--- src/rtl/lrupr_pkg.sv ---
// lrupr_pkg: shared constants, item types and controller types for the
// LRU page replacement block. No dependencies.
package lrupr_pkg;

   localparam int FRAMES     = 16;
   localparam int PAGE_BITS  = 16;
   localparam int IDX_BITS   = $clog2(FRAMES);
   localparam int RANK_BITS  = IDX_BITS;
   localparam int CNT_BITS   = 16;
   localparam int CFG_BITS   = 5;
   localparam int GRP_SIZE   = 4;
   localparam int NUM_GRPS   = (FRAMES + GRP_SIZE - 1) / GRP_SIZE;

   localparam logic [CFG_BITS-1:0]  CFG_RESET = CFG_BITS'(16);
   localparam logic [RANK_BITS-1:0] RANK_MAX  = RANK_BITS'(FRAMES - 1);
   localparam logic [CNT_BITS-1:0]  COUNT_MAX = '1;

   typedef struct packed {
      logic [PAGE_BITS-1:0] page;
      logic                 last_ref;
   } req_type;

   typedef struct packed {
      logic                 fault;
      logic [IDX_BITS-1:0]  slot;
      logic                 evicted_valid;
      logic [PAGE_BITS-1:0] evicted_page;
      logic [CNT_BITS-1:0]  fault_count;
   } rsp_type;

   typedef enum logic [1:0] {
      ST_IDLE,
      ST_CMP,
      ST_SEL,
      ST_UPD
   } state_type;

   // controller -> datapath step commands
   typedef struct packed {
      logic load;
      logic cmp;
      logic sel;
      logic upd;
   } ctrl_cmd_type;

endpackage

--- src/rtl/lrupr_ctrl.sv ---
// lrupr_ctrl: sequencer for one reference (lookup, select, update).
// Depends on lrupr_pkg.
module lrupr_ctrl (
   input  logic                   clock,
   input  logic                   reset,
   input  logic                   start,
   output logic                   busy,
   output lrupr_pkg::ctrl_cmd_type cmd
);

   lrupr_pkg::state_type state_ff, state_in;

   always_ff @(posedge clock) begin
      if (reset) begin
         state_ff <= lrupr_pkg::ST_IDLE;
      end else begin
         state_ff <= state_in;
      end
   end

   always_comb begin
      case (state_ff)
         lrupr_pkg::ST_IDLE: begin
            state_in = start ? lrupr_pkg::ST_CMP : lrupr_pkg::ST_IDLE;
         end
         lrupr_pkg::ST_CMP: begin
            state_in = lrupr_pkg::ST_SEL;
         end
         lrupr_pkg::ST_SEL: begin
            state_in = lrupr_pkg::ST_UPD;
         end
         lrupr_pkg::ST_UPD: begin
            state_in = lrupr_pkg::ST_IDLE;
         end
         default: begin
            state_in = lrupr_pkg::ST_IDLE;
         end
      endcase
   end

   always_comb begin
      cmd  = '0;
      busy = 1'b1;
      case (state_ff)
         lrupr_pkg::ST_IDLE: begin
            busy     = 1'b0;
            cmd.load = start;
         end
         lrupr_pkg::ST_CMP: begin
            cmd.cmp = 1'b1;
         end
         lrupr_pkg::ST_SEL: begin
            cmd.sel = 1'b1;
         end
         lrupr_pkg::ST_UPD: begin
            cmd.upd = 1'b1;
         end
         default: begin
            busy = 1'b1;
         end
      endcase
   end

endmodule

--- src/rtl/lrupr_dp.sv ---
// lrupr_dp: frame table, recency ranks, fault counter, victim search tree
// and result register. Depends on lrupr_pkg.
module lrupr_dp (
   input  logic                              clock,
   input  logic                              reset,
   input  lrupr_pkg::ctrl_cmd_type           cmd,
   input  lrupr_pkg::req_type                req_item,
   input  logic                              csr_we,
   input  logic [lrupr_pkg::CFG_BITS-1:0]    csr_wdata,
   output logic                              rsp_valid,
   output lrupr_pkg::rsp_type                rsp_item
);

   localparam int F  = lrupr_pkg::FRAMES;
   localparam int IB = lrupr_pkg::IDX_BITS;
   localparam int RB = lrupr_pkg::RANK_BITS;
   localparam int PB = lrupr_pkg::PAGE_BITS;
   localparam int CB = lrupr_pkg::CNT_BITS;
   localparam int NG = lrupr_pkg::NUM_GRPS;
   localparam int GS = lrupr_pkg::GRP_SIZE;

   // configuration
   logic [lrupr_pkg::CFG_BITS-1:0] csr_ff;

   // captured item
   logic [PB-1:0] page_ff;
   logic          last_ff;
   logic [F-1:0]  act_mask_ff, act_mask_in;

   // table state
   logic [PB-1:0] frame_page_ff [F];
   logic [PB-1:0] frame_page_in [F];
   logic [F-1:0]  valid_ff, valid_in;
   logic [RB-1:0] rank_ff [F];
   logic [RB-1:0] rank_in [F];
   logic [CB-1:0] count_ff, count_in;

   // lookup results
   logic          hit_ff, hit_in;
   logic [IB-1:0] hit_idx_ff, hit_idx_in;
   logic          empty_ff, empty_in;
   logic [IB-1:0] empty_idx_ff, empty_idx_in;
   logic [IB-1:0] grp_idx_ff [NG];
   logic [IB-1:0] grp_idx_in [NG];
   logic [RB-1:0] grp_rank_ff [NG];
   logic [RB-1:0] grp_rank_in [NG];
   logic [NG-1:0] grp_any_ff, grp_any_in;

   // decision
   logic          fault_ff, fault_in;
   logic [IB-1:0] slot_ff, slot_in;
   logic          evict_ff, evict_in;
   logic [PB-1:0] ev_page_ff, ev_page_in;
   logic          age_all_ff, age_all_in;
   logic [RB-1:0] limit_ff, limit_in;

   // result
   logic                 rsp_valid_ff;
   lrupr_pkg::rsp_type   rsp_ff, rsp_in;

   // active frame mask from the clamped register value
   always_comb begin
      int act;
      act = int'(csr_ff);
      if (act < 1) act = 1;
      if (act > F) act = F;
      for (int j = 0; j < F; j++) begin
         act_mask_in[j] = (j < act);
      end
   end

   // lookup: lowest matching frame, lowest empty frame, per-group oldest
   always_comb begin
      logic          any;
      logic [RB-1:0] best;
      logic [IB-1:0] bidx;
      hit_in       = 1'b0;
      hit_idx_in   = '0;
      empty_in     = 1'b0;
      empty_idx_in = '0;
      for (int j = F - 1; j >= 0; j--) begin
         if (act_mask_ff[j] && valid_ff[j] && frame_page_ff[j] == page_ff) begin
            hit_in     = 1'b1;
            hit_idx_in = IB'(j);
         end
         if (act_mask_ff[j] && !valid_ff[j]) begin
            empty_in     = 1'b1;
            empty_idx_in = IB'(j);
         end
      end
      for (int g = 0; g < NG; g++) begin
         any  = 1'b0;
         best = '0;
         bidx = '0;
         for (int k = 0; k < GS; k++) begin
            if (g * GS + k < F) begin
               if (act_mask_ff[g * GS + k] && (!any || rank_ff[g * GS + k] > best)) begin
                  any  = 1'b1;
                  best = rank_ff[g * GS + k];
                  bidx = IB'(g * GS + k);
               end
            end
         end
         grp_any_in[g]  = any;
         grp_rank_in[g] = best;
         grp_idx_in[g]  = bidx;
      end
   end

   // select: final victim over the group winners, then the slot
   always_comb begin
      logic [RB-1:0] best;
      logic [IB-1:0] victim;
      best   = grp_rank_ff[0];
      victim = grp_idx_ff[0];
      for (int g = 1; g < NG; g++) begin
         if (grp_any_ff[g] && grp_rank_ff[g] > best) begin
            best   = grp_rank_ff[g];
            victim = grp_idx_ff[g];
         end
      end
      fault_in   = !hit_ff;
      evict_in   = !hit_ff && !empty_ff;
      age_all_in = !hit_ff && empty_ff;
      if (hit_ff) begin
         slot_in = hit_idx_ff;
      end else if (empty_ff) begin
         slot_in = empty_idx_ff;
      end else begin
         slot_in = victim;
      end
      limit_in   = rank_ff[slot_in];
      ev_page_in = evict_in ? frame_page_ff[slot_in] : '0;
   end

   // update: age, refresh, fill, count, and clear on the last reference
   always_comb begin
      logic [CB-1:0] cnt;
      for (int j = 0; j < F; j++) begin
         frame_page_in[j] = frame_page_ff[j];
         rank_in[j]       = rank_ff[j];
         if (valid_ff[j] && IB'(j) != slot_ff && rank_ff[j] != lrupr_pkg::RANK_MAX &&
             (age_all_ff || rank_ff[j] < limit_ff)) begin
            rank_in[j] = rank_ff[j] + RB'(1);
         end
      end
      valid_in = valid_ff;
      rank_in[slot_ff] = '0;
      if (fault_ff) begin
         valid_in[slot_ff]      = 1'b1;
         frame_page_in[slot_ff] = page_ff;
      end
      cnt = count_ff;
      if (fault_ff && count_ff != lrupr_pkg::COUNT_MAX) begin
         cnt = count_ff + CB'(1);
      end
      count_in = cnt;

      rsp_in.fault         = fault_ff;
      rsp_in.slot          = slot_ff;
      rsp_in.evicted_valid = evict_ff;
      rsp_in.evicted_page  = ev_page_ff;
      rsp_in.fault_count   = cnt;

      if (last_ff) begin
         valid_in = '0;
         count_in = '0;
         for (int j = 0; j < F; j++) begin
            rank_in[j] = '0;
         end
      end
   end

   // control state
   always_ff @(posedge clock) begin
      if (reset) begin
         csr_ff       <= lrupr_pkg::CFG_RESET;
         valid_ff     <= '0;
         count_ff     <= '0;
         rsp_valid_ff <= 1'b0;
         for (int j = 0; j < F; j++) begin
            rank_ff[j] <= '0;
         end
      end else begin
         if (csr_we) begin
            csr_ff <= csr_wdata;
         end
         rsp_valid_ff <= cmd.upd;
         if (cmd.upd) begin
            valid_ff <= valid_in;
            count_ff <= count_in;
            for (int j = 0; j < F; j++) begin
               rank_ff[j] <= rank_in[j];
            end
         end
      end
   end

   // payload
   always_ff @(posedge clock) begin
      if (cmd.load) begin
         page_ff     <= req_item.page;
         last_ff     <= req_item.last_ref;
         act_mask_ff <= act_mask_in;
      end
      if (cmd.cmp) begin
         hit_ff       <= hit_in;
         hit_idx_ff   <= hit_idx_in;
         empty_ff     <= empty_in;
         empty_idx_ff <= empty_idx_in;
         grp_any_ff   <= grp_any_in;
         for (int g = 0; g < NG; g++) begin
            grp_idx_ff[g]  <= grp_idx_in[g];
            grp_rank_ff[g] <= grp_rank_in[g];
         end
      end
      if (cmd.sel) begin
         fault_ff   <= fault_in;
         slot_ff    <= slot_in;
         evict_ff   <= evict_in;
         ev_page_ff <= ev_page_in;
         age_all_ff <= age_all_in;
         limit_ff   <= limit_in;
      end
      if (cmd.upd) begin
         rsp_ff <= rsp_in;
         for (int j = 0; j < F; j++) begin
            frame_page_ff[j] <= frame_page_in[j];
         end
      end
   end

   assign rsp_valid = rsp_valid_ff;
   assign rsp_item  = rsp_ff;

endmodule

--- src/rtl/lru_page_replacement.sv ---
// lru_page_replacement: fully associative page frame table with LRU
// replacement. Joins the lrupr_ctrl sequencer and the lrupr_dp datapath.
// Each accepted item passes through lookup, victim select and table update,
//   then shows its result with rsp_valid high for one cycle.
// Busy while an item is in flight: a new item is accepted only when idle,
//   after the previous item's table update.
// Reset (synchronous): table invalid, ranks and fault count zero,
//   frames_in_use 16; no clearing pass. The receiver cannot stall results.
module lru_page_replacement (
   input  logic                           clock,
   input  logic                           reset,
   // item request
   input  logic                           start,
   output logic                           busy,
   input  lrupr_pkg::req_type             req_item,
   // item result, one cycle strobe
   output logic                           rsp_valid,
   output lrupr_pkg::rsp_type             rsp_item,
   // frames_in_use register
   input  logic                           csr_we,
   input  logic [lrupr_pkg::CFG_BITS-1:0] csr_wdata
);

   lrupr_pkg::ctrl_cmd_type cmd;

   // sequencer: idle -> lookup -> select -> update
   lrupr_ctrl u_ctrl (
      .clock (clock),
      .reset (reset),
      .start (start),
      .busy  (busy),
      .cmd   (cmd)
   );

   // frame table, recency ranks, counter and result register
   lrupr_dp u_dp (
      .clock     (clock),
      .reset     (reset),
      .cmd       (cmd),
      .req_item  (req_item),
      .csr_we    (csr_we),
      .csr_wdata (csr_wdata),
      .rsp_valid (rsp_valid),
      .rsp_item  (rsp_item)
   );

endmodule
--- config.mk ---
export PLATFORM = sky130hd
export DESIGN_NAME = lru_page_replacement
export DESIGN_NICKNAME = d
export VERILOG_FILES = /design/src/rtl/lrupr_pkg.sv /design/src/rtl/lrupr_ctrl.sv /design/src/rtl/lrupr_dp.sv /design/src/rtl/lru_page_replacement.sv
export SDC_FILE = /design/constraint.sdc
export NUM_CORES = 1
export LEC_CHECK = 0
export BUFFER_PORTS_ARGS = -buffer_cell sky130_fd_sc_hd__buf_2
export CAP_MARGIN = 0
export CORE_ASPECT_RATIO = 0.8
export CORE_MARGIN = 2
export CORE_UTILIZATION = 45
export DETAILED_ROUTE_END_ITERATION = 16
export SYNTH_ARGS = -nofsm -noshare
export SYNTH_HDL_FRONTEND = slang
export SYNTH_SLANG_ARGS = --single-unit
--- constraint.sdc ---
create_clock -name clock -period 7.05 [get_ports clock]
set_input_delay 1.7625 -clock clock [delete_from_list [all_inputs] [get_ports clock]]
set_output_delay 1.7625 -clock clock [all_outputs]
set_load 0.05 [all_outputs]
==> impl_metrics.ini <==
[pwr]
seq_power_share_pct = 46.8
pwr_density_cell_nw_per_um2 = 238
gate_power_share_pct = 12.3
p_sw_mw = 1.86
ir_drop_mv = 0.156
total_leakage_power_nw = 10.8
switching_share_pct = 25.9
clkPwrFrac_pct = 40.9
cell_internal_power_mw = 5.33

[detailed_routing]
detail_route.vias_per_cell = 5.89
drt.antenna.violating_nets = 0
met3_wirelength_um = 7610
routed_metal_1_wire_length_um = 36500
initialDrtViolationCount = 2126
route.top_layer_used = met4
drt_pre_antenna_iters = 5
num_vias = 19200
routed_wire_length_per_instance_um = 24.4
routed-wl-met2_um = 32600
route.final.wire_length_um = 79400
route.detailed.drc = 0

[synthesis]
ys_warn_count = 0
fraction_of_the_yosys_area_taken_by_sequential_cells_pct = 53.6
synthArstFlopShare_pct = 0
synth.net_count = 2528
synth_cell_types = 68
synth-main-ff-cell = edfxtp_1
synth_enable_flop_cells = 458
synth_cells = 2372
post_synth.cell_area_avg_um2 = 11.5
synth_area_um2 = 27200
ys_seq_elements = 498

[die]
number_of_top_level_design_ports = 66
core_area_um2 = 59700
fp.dieH_um = 224
rows = 80
chipWidth_um = 279
total_die_area_um2 = 62400
floorplan.initialDensity_pct = 45.5

[layout]
syn_to_final_growth_pct = 11.2
mostFrequentLayoutCell = edfxtp_1
layout.cells.most_common_list = 458 x edfxtp_1, 265 x xnor2_1, 227 x nand2_1
layout.nets = 2589
final_layout_size_suffix_gt1_share_pct = 10.1
postLayoutCoreUtil_pct = 50.6

[grt]
grt_pass1_vias = 18300
largest_net_degree_at_the_start_of_global_routing = 88
antenna_violations_before_repair = 3
global_route.usage.total_pct = 25.4
grt_first_pass_wirelength_um = 118000
grt-ovfl-total = 0

[worst_setup_path]
cp_data_required_time_ps = 7390
worst_setup_path_startpoint = u_dp.grp_rank_ff[1][3]
critPathKind = reg2reg
largest_stage_delay_on_the_critical_path_ps = 560
r2r-end = u_dp.ev_page_ff[7]
worst_setup_path_end_kind = register
critical_path.top_delay_family = simple AND/OR/NAND/NOR gates
critPathMaxFanout = 43
cp.arrival_ps = 6990
reg2regPathDepth = 22
cp_cell_sequence = ha_1, and4b_1, a211oi_2, or2_1, mux2i_1, ha_1, and4b_1, a211oi_2, or2_2, nor2_1, a21o_1, ha_1, nor2b_1, o211ai_1, a21oi_1, or4_4, and2_4, inv_6, mux2i_1, mux2i_1, o211ai_1, nand3_1
cpMaxStageDelayCell = o211ai_1
worstReg2RegStart = u_dp.grp_rank_ff[1][3]
timing.critical_path.depth = 22
crit_path_start_kind = register
critical_path_buf_inv_count = 1
endpoint = u_dp.ev_page_ff[7]
worst-r2r-setup-slack_ps = 400

[cts]
clk_transition_reported_paths_ps = 70
clock_sinks = 498
cts_max_path_buffers = 3
cts_tree = yes
ctsRootBufferMaster = clkbuf_16
clock_insertion_delay_worst_skew_ps = 620
cts-resized-gates = 0
post_cts_hold_buffer_count = 0
h-tree-depth = 2
cts_made_buffers = 53
cts_post_setup_buffers_inserted = 0

[timing]
setup_slack_ps = 401
setup-violations-final = 0
achievable-frequency_ghz = 0.150
post_route_clock_period_utilization_pct = 94.3
setup_tns_final_ps = 0
timing.clock.skew_ps = 31.8
max_slew_margin_pct = 6.23
shortest_clock_period_the_worst_path_allows_after_layout_ps = 6650
rsz_0062_raised_after_global_routing = no
final-max-slew-violation-count = 0
timing.final.hold_violations = 0
tightestPinTransition_ps = 1400

[placement]
pre_cts_ws_ps = 477
routabilityCongestion = 0.908
port_buffers = 65
post-dp-hpwl_um = 56100

[hold_path]
worst_hold_path_type = reg2reg
min_from = u_dp.evict_ff

[flow_run]
cap_viol_max_count = 0

[status]
status = complete, no violations
-- cells in the mapped netlist (all sizes together) (54+ instances only) --
master | instances | area [µm²]
edfxtp | 458 | 13800
xnor2 | 265 | 2320
nand2 | 227 | 852
nor2 | 206 | 773
ha | 130 | 1630
nand3 | 124 | 621
mux2i | 102 | 1020
clkbuf | 84 | 315
nand4 | 78 | 488
o21ai | 75 | 375
inv | 74 | 283
xor2 | 54 | 473
-- metal layers --
metal  global-route usage, %  vias up
li1                        -     8766
met1                    37.8     9466
met2                    36.0      798
met3                    6.23      142
met4                    8.65        0
met5                       0        -
-- power groups by stage --
stage / registers [mW] / clock network, mW / logic, mW
CTS: 3.36 / 3.00 / 0.876
floorplan: 3.39 / 0 / 0.622
detailed placement: 3.42 / 0 / 0.872
finish: 3.36 / 2.94 / 0.885
global route: 3.37 / 3.10 / 0.966
global placement: 3.42 / 0 / 0.856
-- final cells by class --
class	instances	area (µm²)
Sequential cell	498	14600
Fill cell	5243	29500
Tap cell	779	975
Antenna cell	2	5.00
Clock inverter	25	334
Clock buffer	72	1470
Timing Repair Buffer	117	741
Multi-Input combinational cell	1689	11800
Inverter	74	283
-- registers in the layout (all words and copies together), names as in the netlist, 5 cells and up --
name and count:
u_dp.act_mask_ff 16, u_dp.count_ff 16, u_dp.csr_ff 5, u_dp.ev_page_ff 16
u_dp.frame_page_ff 256, u_dp.grp_idx_ff 11, u_dp.grp_rank_ff 16, u_dp.page_ff 16
u_dp.rank_ff 64, u_dp.rsp_item 38, u_dp.valid_ff 16
-- worst register-to-register path, stage by stage (launching register included) --
cell	delay, ps
edfxtp_1	390
ha_1	350
and4b_1	230
a211oi_2	260
or2_1	350
mux2i_1	310
ha_1	310
and4b_1	230
a211oi_2	270
or2_2	240
nor2_1	60
a21o_1	150
ha_1	280
nor2b_1	130
o211ai_1	280
a21oi_1	180
or4_4	550
and2_4	190
inv_6	360
mux2i_1	390
mux2i_1	170
o211ai_1	560
nand3_1	140
-- cells by family (layout without fill, tap and decap cells) --
kind of cell / after synthesis / after routing / share of synthesized area (%)
buf+inv: 185 / 288 / 2.87
xor+xnor: 319 / 319 / 10.3
fa+ha+maj: 130 / 130 / 5.99
other cells: 1 / 3 / 0.0138
compound gates: 313 / 313 / 7.90
flops: 498 / 498 / 53.6
simple gates: 796 / 796 / 13.8
mux: 130 / 130 / 5.58
-- stage by stage --
step	total power, mW	hold WS, ps	cells	instance area [µm²]
2_1_floorplan	4.01	400	2372	27200
3_3_place_gp	4.28	405	3157	28400
3_5_place_dp	4.30	420	3157	28400
4_1_cts	7.23	434	3254	30200
5_1_grt	7.43	452	3254	30200
6_report	7.19	444	3256	30200
-- worst min path at each step --
stage                             end  cells past startpoint
floorplan           u_dp.rsp_item[16]                      0
global placement    u_dp.rsp_item[32]                      0
detailed placement  u_dp.rsp_item[32]                      0
CTS                 u_dp.rsp_item[32]                      0
global route        u_dp.rsp_item[32]                      0
finish              u_dp.rsp_item[32]                      0
(Power assumes the default switching activity.)
